===== config.mk =====
export PLATFORM = sky130hd
export DESIGN_NAME = bre_ram
export DESIGN_NICKNAME = d
export VERILOG_FILES = /design/src/hw/rtl/bre_ram.sv
export SDC_FILE = /design/constraint.sdc
export NUM_CORES = 1
export LEC_CHECK = 0
export BUFFER_PORTS_ARGS = -buffer_cell sky130_fd_sc_hd__buf_2
export CORE_ASPECT_RATIO = 0.9
export CORE_MARGIN = 10
export CORE_UTILIZATION = 64
export CTS_BUF_LIST = sky130_fd_sc_hd__clkbuf_4 sky130_fd_sc_hd__clkbuf_8
export DETAILED_ROUTE_END_ITERATION = 12
export PLACE_DENSITY = 0.79
export SLEW_MARGIN = 10
export SYNTH_ARGS = -nofsm -noshare
export SYNTH_HDL_FRONTEND = slang
export SYNTH_SLANG_ARGS = --single-unit
export TNS_END_PERCENT = 20

===== constraint.sdc =====
create_clock -name clock -period 2.5 [get_ports clock]
set_input_delay 0.25 -clock clock [delete_from_list [all_inputs] [get_ports clock]]
set_output_delay 0.25 -clock clock [all_outputs]
set_load 0.01 [all_outputs]

===== src/hw/rtl/bre_ram.sv =====
// Generic single-port-write, single-port-read RAM with registered read data.
module bre_ram #(
   parameter int WIDTH = 8,
   parameter int DEPTH = 32
) (
   input  logic                     clock,
   input  logic                     wr_en,
   input  logic [$clog2(DEPTH)-1:0] wr_addr,
   input  logic [WIDTH-1:0]         wr_data,
   input  logic [$clog2(DEPTH)-1:0] rd_addr,
   output logic [WIDTH-1:0]         rd_data
);
   logic [WIDTH-1:0] mem_ff [DEPTH];

   always_ff @(posedge clock) begin
      if (wr_en) begin
         mem_ff[wr_addr] <= wr_data;
      end
      rd_data <= mem_ff[rd_addr];
   end
endmodule

==> results.py <==
metrics = {
    "routing": {
        "drt-initial-drc-count": 610,
        "viasPerCell": 6.33,
        "vias": 4669,
        "wirelength_um": 20000,
        "dr.pass1.iters": 5,
        "antenna_left": 0,
        "wl_per_cell_um": 27.1,
        "drcViolationCount": 0,
    },
    "floorplan": {
        "die_w_um": 152,
        "pin_count": 28,
        "dieArea_um2": 21100,
        "core_area_um2": 15400,
        "die_height_um": 139,
        "start_util_pct": 65.3,
        "row_count": 43,
    },
    "timing": {
        "fin_crit_ps": 1830,
        "tightest_slew_ps": 610,
        "period_share_pct": 73.3,
        "fmax_mhz": 546,
        "hold_viol": 0,
        "finalMaxSlewViolations": 0,
        "setup_viol": 0,
        "fin_tns_setup_ps": 0,
        "fin_worst_skew_ps": 25.7,
        "whs_ps": 166,
        "max_slew_margin_pct": 59.3,
        "rsz0062_at_grt": "no",
    },
    "cts": {
        "hold_buffers": 0,
        "cts_max_path_buffers": 3,
        "clkLatencyLatePin_ps": 540,
        "cts-buffers-inserted": 41,
        "clkTransAtPathRegs_ps": 60,
        "cts_resized": 0,
        "cts_max_level": 2,
        "cts_tree": "built",
        "cts_sinks": 264,
        "cts_root_buf": "clkbuf_8",
        "cts_setup_buffers": 0,
    },
    "synth": {
        "netlist.area_leader.share_pct": 76.5,
        "ys_ff_latch": 264,
        "synthMuxAreaShare_pct": 18.8,
        "synth_fa_ha_area_share_pct": 0,
        "synthesis.nets": 437,
        "synth.distinct_cells": 15,
        "synth-compound-area-share_pct": 0,
        "synth-simple-area-share_pct": 2.07,
        "avgSynthCellArea_um2": 24.1,
        "ys_seq_area_share_pct": 78.1,
        "synth_top_family_by_area": "multiplexers",
        "synthXorXnorAreaFrac_pct": 0,
        "postSynthCellCount": 417,
        "synth_top_cell_by_area": "edfxtp_1",
        "yosys-top-cells-area": "edfxtp_1 (76%), mux4_2 (18%), dfxtp_1 (1.6%), nor2_1 (1.2%), mux2_2 (0.90%)",
        "yosysWarnings": 0,
        "netlist_area_um2": 10100,
    },
    "global_route": {
        "grtUsageTotal_pct": 19.4,
        "grt_overflow": 0,
        "grt_max_degree": 65,
        "grt_first_pass_wirelength_um": 30500,
        "antenna_found_initial": 0,
        "first_global_vias": 4752,
    },
    "critical_path": {
        "reg2regPathDepth": 3,
        "worstPathRequired_ps": 2910,
        "worst-setup-path-type": "register to register",
        "timing.reg2reg.setup_slack_ps": 670,
        "rr_startpoint": "mem_ff[13][3]$_DFFE_PP_",
        "arrival_ps": 2240,
        "critPathCaptureType": "register",
        "path_max_fanout": 1,
        "worstReg2RegEnd": "rd_data[3]$_DFF_P_",
        "cp-start-kind": "register",
    },
    "min_path": {
        "whs_path_depth": 2,
        "holdCritStartpoint": "rd_addr[3]",
        "hp-class": "input port to register",
        "holdPathEnd": "rd_data[2]$_DFF_P_",
    },
    "flow_run": {
        "cap_violations": 0,
    },
    "layout": {
        "n_antenna_cell": 0,
        "layout.nets": 523,
        "fin_cells": 738,
        "postLayoutCellArea_um2": 11400,
        "area_delta_synth_final_pct": 13.7,
        "drive_above_1_share_pct": 39.9,
    },
    "power_and_ir_drop": {
        "p_leak_nw": 3.69,
        "power_density_nw_per_um2": 764,
        "vdd_ir_drop_max_uv": 530,
    },
    "outcome": {
        "status": "completed",
    },
    "placement": {
        "dp_hpwl_um": 12500,
        "dp_cells": 662,
        "place.port_buffers": 27,
        "gp_congestion": 0.799,
        "placed_cell_area_um2": 10700,
    },
}
worst max path at each step:
| stage | startpoint | end | slack [ps] | depth (start not counted) |
|---|---|---|---|---|
| 3_3_place_gp | rd_addr[0] | rd_data[5]$_DFF_P_ | 350 | 5 |
| 5_1_grt | mem_ff[8][1]$_DFFE_PP_ | rd_data[1]$_DFF_P_ | 640 | 3 |
| 6_report | mem_ff[13][3]$_DFFE_PP_ | rd_data[3]$_DFF_P_ | 670 | 3 |
| 3_5_place_dp | rd_addr[0] | rd_data[7]$_DFF_P_ | 320 | 5 |
| 4_1_cts | mem_ff[31][1]$_DFFE_PP_ | rd_data[1]$_DFF_P_ | 650 | 3 |
| 2_1_floorplan | rd_addr[2] | rd_data[0]$_DFF_P_ | 450 | 5 |
kinds of logic after synthesis:
kind of cell / count (synthesis)
DFF: 264
buffers and inverters: 20
muxes: 88
and+or+nand+nor: 45
critical path: stages, from the launching register on:
cell and delay (ps):
edfxtp_1 360, mux4_2 550, mux4_2 520, mux2_2 280
flip-flops by register name, summed over array words and instances, names as in the netlist:
signal and flops:
mem_ff 256, rd_data 8
Yosys cell counts (all sizes together):
| library cell | instances |
|---|---|
| or3b | 3 |
| nand3 | 2 |
| nand3b | 5 |
| mux4 | 80 |
| buf | 14 |
| dfxtp | 8 |
| clkbuf | 6 |
| nand2 | 1 |
| nor2 | 33 |
| mux2 | 8 |
| or3 | 1 |
| edfxtp | 256 |
report_power, final:
group / total (mW) / switching [mW] / internal (mW)
logic: 0.471 / 0.262 / 0.209
registers: 4.95 / 0.0241 / 4.92
clock network: 3.32 / 1.54 / 1.78
total: 8.73 / 1.82 / 6.91
cell usage in the layout (no fill, tap or decap), types with 8 or more instances in the layout:
cell | netlist | routed
buf_2 | 1 | 26
buf_4 | 6 | 33
clkbuf_4 | 0 | 12
clkbuf_8 | 0 | 43
clkinv_1 | 0 | 16
dfxtp_1 | 8 | 8
edfxtp_1 | 256 | 256
mux2_2 | 8 | 8
mux4_2 | 80 | 80
nor2_1 | 33 | 33
final cells by class:
| class | instances | area (um2) |
|---|---|---|
| sequential | 264 | 7850 |
| fill | 871 | 3960 |
| multi-input combinational | 133 | 2100 |
| clock buffer | 55 | 682 |
| timing repair buffer | 63 | 458 |
| tap | 202 | 253 |
| clock inverter | 21 | 91.3 |
per-layer routing:
| metal | routed length (um) | vias to the layer above | share of wire, % | GRT usage, % |
|---|---|---|---|---|
| li1 | - | 1964 | - | - |
| met1 | 8090 | 2420 | 40 | 28.5 |
| met2 | 9220 | 250 | 46 | 26.8 |
| met3 | 2320 | 35 | 12 | 7.04 |
| met4 | 398 | 0 | 2.0 | 5.57 |
| met5 | 0 | - | 0 | 0 |
through the flow:
step / utilization [%] / worst slack [ps] / power (mW)
global placement: 69.3 / 351 / 5.50
detailed placement: 69.3 / 319 / 5.51
finish: 74.3 / 668 / 8.73
global route: 74.3 / 637 / 9.06
floorplan: - / 448 / 5.30
CTS: 74.3 / 649 / 8.81
(Power assumes the default switching activity.)
